[config.mk]
export PLATFORM = sky130hd
export DESIGN_NAME = glob_segment_matcher
export DESIGN_NICKNAME = d
export VERILOG_FILES = /design/src/gsm_pkg.sv /design/src/glob_segment_matcher.sv
export SDC_FILE = /design/constraint.sdc
export NUM_CORES = 1
export LEC_CHECK = 0
export ABC_AREA = 1
export BUFFER_PORTS_ARGS = -buffer_cell sky130_fd_sc_hd__buf_2
export CORE_MARGIN = 2
export CORE_UTILIZATION = 50
export CTS_CLUSTER_SIZE = 14
export DETAILED_ROUTE_END_ITERATION = 10
export PLACE_DENSITY = 0.74
export REMOVE_ABC_BUFFERS = 1
export SYNTH_ARGS = -nofsm -noshare
export SYNTH_HDL_FRONTEND = slang
export SYNTH_SLANG_ARGS = --single-unit
[constraint.sdc]
create_clock -name clk -period 7.6 [get_ports clk]
set_clock_uncertainty 0.05 [all_clocks]
set_input_delay 0.38 -clock clk [delete_from_list [all_inputs] [get_ports clk]]
set_output_delay 0.38 -clock clk [all_outputs]
set_load 0.02 [all_outputs]
[src/gsm_pkg.sv]
// Shared types and byte codes for the glob segment matcher.
package gsm_pkg;

  typedef enum logic [1:0] {
    CMD_START  = 2'd0,
    CMD_APPEND = 2'd1,
    CMD_NAME   = 2'd2,
    CMD_END    = 2'd3
  } cmd_t;

  typedef enum logic [3:0] {
    ST_IDLE,
    ST_P_ADDR,
    ST_P_DATA,
    ST_ESC,
    ST_CL_NEG,
    ST_CL_A,
    ST_CL_D0,
    ST_CL_D1,
    ST_CL_D2,
    ST_FIN
  } state_t;

  localparam logic [7:0] CH_STAR  = 8'h2A;
  localparam logic [7:0] CH_QMARK = 8'h3F;
  localparam logic [7:0] CH_LBR   = 8'h5B;
  localparam logic [7:0] CH_RBR   = 8'h5D;
  localparam logic [7:0] CH_BANG  = 8'h21;
  localparam logic [7:0] CH_CARET = 8'h5E;
  localparam logic [7:0] CH_DASH  = 8'h2D;
  localparam logic [7:0] CH_BSL   = 8'h5C;

endpackage

[src/glob_segment_matcher.sv]
// Glob segment matcher top level: pattern store and position-walking sequencer.
// Load a pattern with a start word and then one append word per byte, stream the
// name one word per byte, and finish with an end-of-name word, which yields one
// result word (matched, pattern_overflow). Start and append words are taken in idle.
// A name or end word walks the stored pattern positions 0..length-1 through one
// registered read port of the pattern memory: each position takes an address and a
// data state, an active escape adds an escape state, and an active class adds a
// negation check and then address and data states per range or member test; a
// word with an empty pattern goes straight to the final state, and in_ready stays
// low until the walk is back in idle. An end word also holds in the final state
// while an earlier result word is still waiting on out_ready.
// The walk is serial, one position at a time, through the single read port.
module glob_segment_matcher #(
  parameter int MAX_PATTERN = 64
) (
  input  logic       clk,
  input  logic       rst,
  input  logic       in_valid,
  output logic       in_ready,
  input  logic [1:0] command,
  input  logic [7:0] byte_value,
  output logic       out_valid,
  input  logic       out_ready,
  output logic       matched,
  output logic       pattern_overflow
);

  localparam int AW = (MAX_PATTERN > 1) ? $clog2(MAX_PATTERN) : 1;
  localparam int LW = $clog2(MAX_PATTERN + 1);

  gsm_pkg::state_t state, state_next;

  logic [7:0]         mem [MAX_PATTERN];
  logic [7:0]         rdata;
  logic [AW-1:0]      raddr;
  logic [LW-1:0]      len, len_next;
  logic               ovf, ovf_next;
  logic [MAX_PATTERN:0] active, active_next;
  logic [MAX_PATTERN:0] nact, nact_next;
  logic [LW-1:0]      p, p_next;
  logic [LW-1:0]      j, j_next;
  logic               neg, neg_next;
  logic               hit, hit_next;
  logic               starc, starc_next;
  logic               is_end, is_end_next;
  logic [7:0]         cbyte, cbyte_next;
  logic [7:0]         b0, b0_next;
  logic [7:0]         b1, b1_next;
  logic               out_valid_next, matched_next, povf_next;

  logic [LW:0] p1, p2, j1, j2, j3;
  logic        accept, adv, cur, cur_len;
  logic signed [7:0] ra, rb, rv, rlo, rhi;

  assign accept = in_valid && in_ready;
  assign p1 = {1'b0, p} + (LW+1)'(1);
  assign p2 = {1'b0, p} + (LW+1)'(2);
  assign j1 = {1'b0, j} + (LW+1)'(1);
  assign j2 = {1'b0, j} + (LW+1)'(2);
  assign j3 = {1'b0, j} + (LW+1)'(3);
  assign cur = active[p] | starc;
  assign cur_len = active[len] | starc;
  assign ra = $signed(b0);
  assign rb = $signed(rdata);
  assign rv = $signed(cbyte);
  assign rlo = (ra > rb) ? rb : ra;
  assign rhi = (ra > rb) ? ra : rb;

  always_ff @(posedge clk) begin
    if (accept && gsm_pkg::cmd_t'(command) == gsm_pkg::CMD_APPEND &&
        len != LW'(MAX_PATTERN)) begin
      mem[len[AW-1:0]] <= byte_value;
    end
    rdata <= mem[raddr];
  end

  always_comb begin
    in_ready = (state == gsm_pkg::ST_IDLE);
    unique case (state)
      gsm_pkg::ST_P_DATA: raddr = p1[AW-1:0];
      gsm_pkg::ST_CL_A:   raddr = j[AW-1:0];
      gsm_pkg::ST_CL_D0:  raddr = j1[AW-1:0];
      gsm_pkg::ST_CL_D1:  raddr = j2[AW-1:0];
      default:            raddr = p[AW-1:0];
    endcase
  end

  always_comb begin
    state_next = state;
    len_next = len;
    ovf_next = ovf;
    active_next = active;
    nact_next = nact;
    p_next = p;
    j_next = j;
    neg_next = neg;
    hit_next = hit;
    starc_next = starc;
    is_end_next = is_end;
    cbyte_next = cbyte;
    b0_next = b0;
    b1_next = b1;
    out_valid_next = out_valid && !out_ready;
    matched_next = matched;
    povf_next = pattern_overflow;
    adv = 1'b0;
    unique case (state)
      gsm_pkg::ST_IDLE: begin
        if (accept) begin
          unique case (gsm_pkg::cmd_t'(command))
            gsm_pkg::CMD_START: begin
              len_next = '0;
              ovf_next = 1'b0;
              active_next = (MAX_PATTERN+1)'(1);
            end
            gsm_pkg::CMD_APPEND: begin
              if (len != LW'(MAX_PATTERN)) len_next = len + LW'(1);
              else ovf_next = 1'b1;
              active_next = (MAX_PATTERN+1)'(1);
            end
            default: begin
              p_next = '0;
              starc_next = 1'b0;
              nact_next = '0;
              cbyte_next = byte_value;
              is_end_next = (gsm_pkg::cmd_t'(command) == gsm_pkg::CMD_END);
              state_next = (len == '0) ? gsm_pkg::ST_FIN : gsm_pkg::ST_P_ADDR;
            end
          endcase
        end
      end
      gsm_pkg::ST_P_ADDR: state_next = gsm_pkg::ST_P_DATA;
      gsm_pkg::ST_P_DATA: begin
        starc_next = cur && rdata == gsm_pkg::CH_STAR;
        if (!cur || is_end) begin
          adv = 1'b1;
        end else begin
          priority case (rdata)
            gsm_pkg::CH_STAR: begin
              nact_next[p] = 1'b1;
              adv = 1'b1;
            end
            gsm_pkg::CH_QMARK: begin
              nact_next[p1[LW-1:0]] = 1'b1;
              adv = 1'b1;
            end
            gsm_pkg::CH_BSL: state_next = gsm_pkg::ST_ESC;
            gsm_pkg::CH_LBR: state_next = gsm_pkg::ST_CL_NEG;
            default: begin
              if (rdata == cbyte) nact_next[p1[LW-1:0]] = 1'b1;
              adv = 1'b1;
            end
          endcase
        end
      end
      gsm_pkg::ST_ESC: begin
        if (p1 < {1'b0, len} && rdata == cbyte) nact_next[p2[LW-1:0]] = 1'b1;
        adv = 1'b1;
      end
      gsm_pkg::ST_CL_NEG: begin
        hit_next = 1'b0;
        if (p1 < {1'b0, len} && (rdata == gsm_pkg::CH_BANG || rdata == gsm_pkg::CH_CARET)) begin
          neg_next = 1'b1;
          j_next = p2[LW-1:0];
        end else begin
          neg_next = 1'b0;
          j_next = p1[LW-1:0];
        end
        state_next = gsm_pkg::ST_CL_A;
      end
      gsm_pkg::ST_CL_A: begin
        if (j >= len) adv = 1'b1;
        else state_next = gsm_pkg::ST_CL_D0;
      end
      gsm_pkg::ST_CL_D0: begin
        b0_next = rdata;
        if (rdata == gsm_pkg::CH_RBR) begin
          if (hit != neg) nact_next[j1[LW-1:0]] = 1'b1;
          adv = 1'b1;
        end else if (j2 < {1'b0, len}) begin
          state_next = gsm_pkg::ST_CL_D1;
        end else begin
          if (rdata == cbyte) hit_next = 1'b1;
          j_next = j1[LW-1:0];
          state_next = gsm_pkg::ST_CL_A;
        end
      end
      gsm_pkg::ST_CL_D1: begin
        b1_next = rdata;
        state_next = gsm_pkg::ST_CL_D2;
      end
      gsm_pkg::ST_CL_D2: begin
        if (b1 == gsm_pkg::CH_DASH && rdata != gsm_pkg::CH_RBR) begin
          if (rv >= rlo && rv <= rhi) hit_next = 1'b1;
          j_next = j3[LW-1:0];
        end else begin
          if (b0 == cbyte) hit_next = 1'b1;
          j_next = j1[LW-1:0];
        end
        state_next = gsm_pkg::ST_CL_A;
      end
      gsm_pkg::ST_FIN: begin
        if (!is_end) begin
          active_next = nact;
          state_next = gsm_pkg::ST_IDLE;
        end else if (!out_valid || out_ready) begin
          out_valid_next = 1'b1;
          matched_next = cur_len && !ovf;
          povf_next = ovf;
          active_next = (MAX_PATTERN+1)'(1);
          state_next = gsm_pkg::ST_IDLE;
        end
      end
      default: state_next = gsm_pkg::ST_IDLE;
    endcase
    if (adv) begin
      p_next = p1[LW-1:0];
      state_next = (p1 == {1'b0, len}) ? gsm_pkg::ST_FIN : gsm_pkg::ST_P_ADDR;
    end
  end

  always_ff @(posedge clk) begin
    if (rst) begin
      state <= gsm_pkg::ST_IDLE;
      len <= '0;
      ovf <= 1'b0;
      active <= (MAX_PATTERN+1)'(1);
      out_valid <= 1'b0;
    end else begin
      state <= state_next;
      len <= len_next;
      ovf <= ovf_next;
      active <= active_next;
      out_valid <= out_valid_next;
    end
    nact <= nact_next;
    p <= p_next;
    j <= j_next;
    neg <= neg_next;
    hit <= hit_next;
    starc <= starc_next;
    is_end <= is_end_next;
    cbyte <= cbyte_next;
    b0 <= b0_next;
    b1 <= b1_next;
    matched <= matched_next;
    pattern_overflow <= povf_next;
  end

  a_len_bound: assert property (@(posedge clk) disable iff (rst)
    len <= LW'(MAX_PATTERN))
    else $error("pattern length beyond store");

  a_ovf_no_match: assert property (@(posedge clk) disable iff (rst)
    out_valid && pattern_overflow |-> !matched)
    else $error("match reported with overflow");

  a_start_clears: assert property (@(posedge clk) disable iff (rst)
    accept && gsm_pkg::cmd_t'(command) == gsm_pkg::CMD_START |=> len == '0 && !ovf)
    else $error("start word did not clear pattern");

  a_busy_walk: assert property (@(posedge clk) disable iff (rst)
    state != gsm_pkg::ST_IDLE && state != gsm_pkg::ST_FIN |-> p < len)
    else $error("position walk past pattern end");

endmodule
==> qor.yml <==
worst_hold_path:
  whs_endpoint: "starc$_SDFFCE_PN0P_"
  hp-class: "input pin to flop"
  hold_depth: 3
  min_from: "in_valid"
synth:
  synth_xor_xnor_area_share_pct: 0.659
  synth_fa_ha_area_share_pct: 2.03
  synth.cell_area_um2: 34600
  synth_edf_count: 621
  synth_top_area_share_pct: 54.0
  async_reset_ff_share_pct: 0
  synth_top_cell_by_area: "edfxtp_1"
  synth_area_leaders: "edfxtp_1 (54%), nand2_1 (12%), nand3_1 (5.3%), dfxtp_1 (5.0%), inv_1 (4.2%)"
  ys_seq_area_share_pct: 58.9
  synth_top_family_by_area: "simple AND/OR/NAND/NOR gates"
  synth_compound_area_share_pct: 10.2
  muxShareOfSynthArea_pct: 0
  synthTopCellsByCount: "nand2_1 (1095), edfxtp_1 (621), inv_1 (386)"
  ys_warn_count: 0
  synth_cells: 3729
  ys_types: 50
  yosys.area_share.simple_pct: 21.5
  avgSynthCellArea_um2: 9.27
  yosysMostFrequentCell: "nand2_1"
  ys_seq_elements: 707
  synth_flop_cell: "edfxtp_1"
timing:
  slew_headroom_pct: 16.8
  fmax_mhz: 208
  setup_viol: 0
  timing.final.ws_setup_ns: 2.80
  hold_slack_ns: 0.129
  period_minus_slack_ns: 4.80
  tightest_slew_ns: 1.24
  hold_viol: 0
  drv_slew: 0
  rsz0062_at_grt: "no"
  finalCritPeriodShare_pct: 63.2
power:
  p_leak_nw: 14.3
  p_per_area_nw_per_um2: 406
  peakVddDrop_v: 0.000422
  power_mw: 15.4
final_layout:
  nets: 3754
  fin_util_pct: 55.3
  antenna_cells: 0
  stdcell_area_um2: 37900
  area_growth_pct: 9.51
  drive_above_1_share_pct: 5.26
global_route:
  grt_pass1_wl_um: 151000
  grt_usage_pct: 27.8
  antenna_found_initial: 0
  overflow: 0
  grt_max_degree: 177
  grt_pass1_vias: 25500
worst_setup_path:
  critical_path_class: "flop to flop"
  critPathLaunchType: "flop"
  r2r-start: "state[3]$_SDFFE_PP0P_"
  cp_max_fo: 128
  crit_required_ns: 8.12
  rrSetupSlack_ns: 2.80
  worstPathArrival_ns: 5.33
  cp-end-kind: "flop"
  reg2reg_depth: 17
  r2r-end: "rb[1]$_DFF_P_"
detailed_routing:
  finalWirelength_um: 100000
  vias: 27300
  wl_met1_um: 39600
  drc: 0
  top_layer: "met4"
  drt_iter0_drc: 3691
  dr.pass1.iters: 7
  ant_nets: 0
  routed-wl-met3_um: 10300
  wl_met2_um: 46100
  viasPerCell: 5.90
  avgRoutedWirePerCell_um: 21.6
floorplanning:
  core_um2: 68500
  std_cell_rows: 96
  die_w_um: 267
  initial_core_util_pct: 50.5
  die-area_um2: 71200
  pin_count: 18
  dieHeight_um: 267
placed_design:
  dp_worst_setup_slack_ns: 2.90
  hpwl_um: 62800
  placed_area_um2: 35300
  io_buffers: 17
  place_congestion: 0.995
clock_network:
  numCtsBuffers: 76
  cts.sinks: 707
  cts-root-buf: "clkbuf_16"
  htreeDepth: 3
  clkLatencyLatePin_ns: 0.65
  cts_tree: "built"
  cts_max_path_buffers: 3
  cts_setup_buffers: 0
  clk_pin_slew_ns: 0.06
job:
  cap_violations: 0
status:
  outcome: "finished, final reports clean"
==> metrics by stage <==
stage | std cells | TNS, ns
3_3_place_gp | 4485 | 0
4_1_cts | 4628 | 0
2_1_floorplan | 3550 | -47.44
6_report | 4628 | 0
3_5_place_dp | 4485 | 0
5_1_grt | 4628 | 0
==> placed cells by master, fill, tap and decap left out, types with 6 or more instances in the layout <==
cell type  instances
o211ai_1         141
nor2_1           205
clkinv_2          18
dfxtp_1           86
a22oi_1            6
ha_1              56
nor3_1            29
nand2_1         1094
buf_2             17
nand3b_1          43
o22ai_1           84
xor2_1            19
clkbuf_1          12
o21ai_0          129
inv_1            384
a21oi_1          178
nand4_1           18
o21ai_1            7
edfxtp_1         621
xnor2_1            7
clkinv_1          24
nand3_1          365
inv_2              6
buf_4             35
clkbuf_16         77
==> worst max-delay path by stage <==
stage                          startpoint       endpoint  slack [ns]  cells after the start
floorplan           state[0]$_SDFFE_PP0P_  rb[0]$_DFF_P_       -2.01                     11
global placement       p[0]$_SDFFCE_PN0P_  rb[1]$_DFF_P_        3.00                     15
detailed placement  state[3]$_SDFFE_PP0P_  rb[1]$_DFF_P_        2.90                     17
CTS                 state[3]$_SDFFE_PP0P_  rb[1]$_DFF_P_        2.81                     17
global route        state[3]$_SDFFE_PP0P_  rb[1]$_DFF_P_        2.42                     17
finish              state[3]$_SDFFE_PP0P_  rb[1]$_DFF_P_        2.80                     17
==> routing by layer <==
metal / vias to the layer above / track usage (%)
met5: - / 0
met4: 0 / 10.9
met3: 293 / 5.76
met2: 1543 / 44.6
met1: 12800 / 37.0
li1: 12700 / -
==> sequential cells by signal, indices dropped and copies added, names as in the netlist, 4 cells and up <==
signal,count
mem,512
j,7
b1,8
state,4
p,7
rb,8
len,7
nact,65
cbyte,8
active,65
b0,8
==> logic make-up after synthesis <==
family                   count (synthesis)
AO/OA/AOI/OAI                          584
XOR/XNOR                                26
adder cells (fa/ha/maj)                 56
buffers and inverters                  582
flip-flops                             707
AND/OR/NAND/NOR                       1774
==> final cells by class <==
cell class	count	area [um2]
clock inverters	47	479
fillers	5871	30600
clock buffers	93	2030
well taps	882	1100
inverters	403	1520
flip-flops and latches	707	20400
repair buffers	56	398
multi-input cells	2440	12000
==> critical path, stage by stage (launching register included) <==
cell,delay (ns)
dfxtp_1,0.33
inv_2,0.08
nand2_1,0.18
nor3_4,0.67
nand2_1,0.22
nand4_2,0.16
buf_4,0.44
nand2_8,0.58
inv_2,0.60
buf_4,0.42
nand2_1,0.09
nand2_1,0.07
nand2_1,0.05
nand3_1,0.10
nand3_1,0.18
nand3_1,0.24
nand3_1,0.11
nand2_1,0.11
==> report_power, final <==
part | internal, mW | leakage [nW] | total, mW | switching [mW]
Combinational | 1.81 | 6.76 | 6.82 | 5.01
Sequential | 4.60 | 6.32 | 4.86 | 0.256
Clock | 2.10 | 1.22 | 3.69 | 1.59
Total | 8.52 | 14.3 | 15.4 | 6.86
==> timing repair <==
item / 4_1_cts / 5_1_grt
endpoints found under the hold margin: 2 / 0
hold buffers: 3 / 0
resized for setup: 0 / 0
No activity file was read; power rests on OpenSTA's default activity.
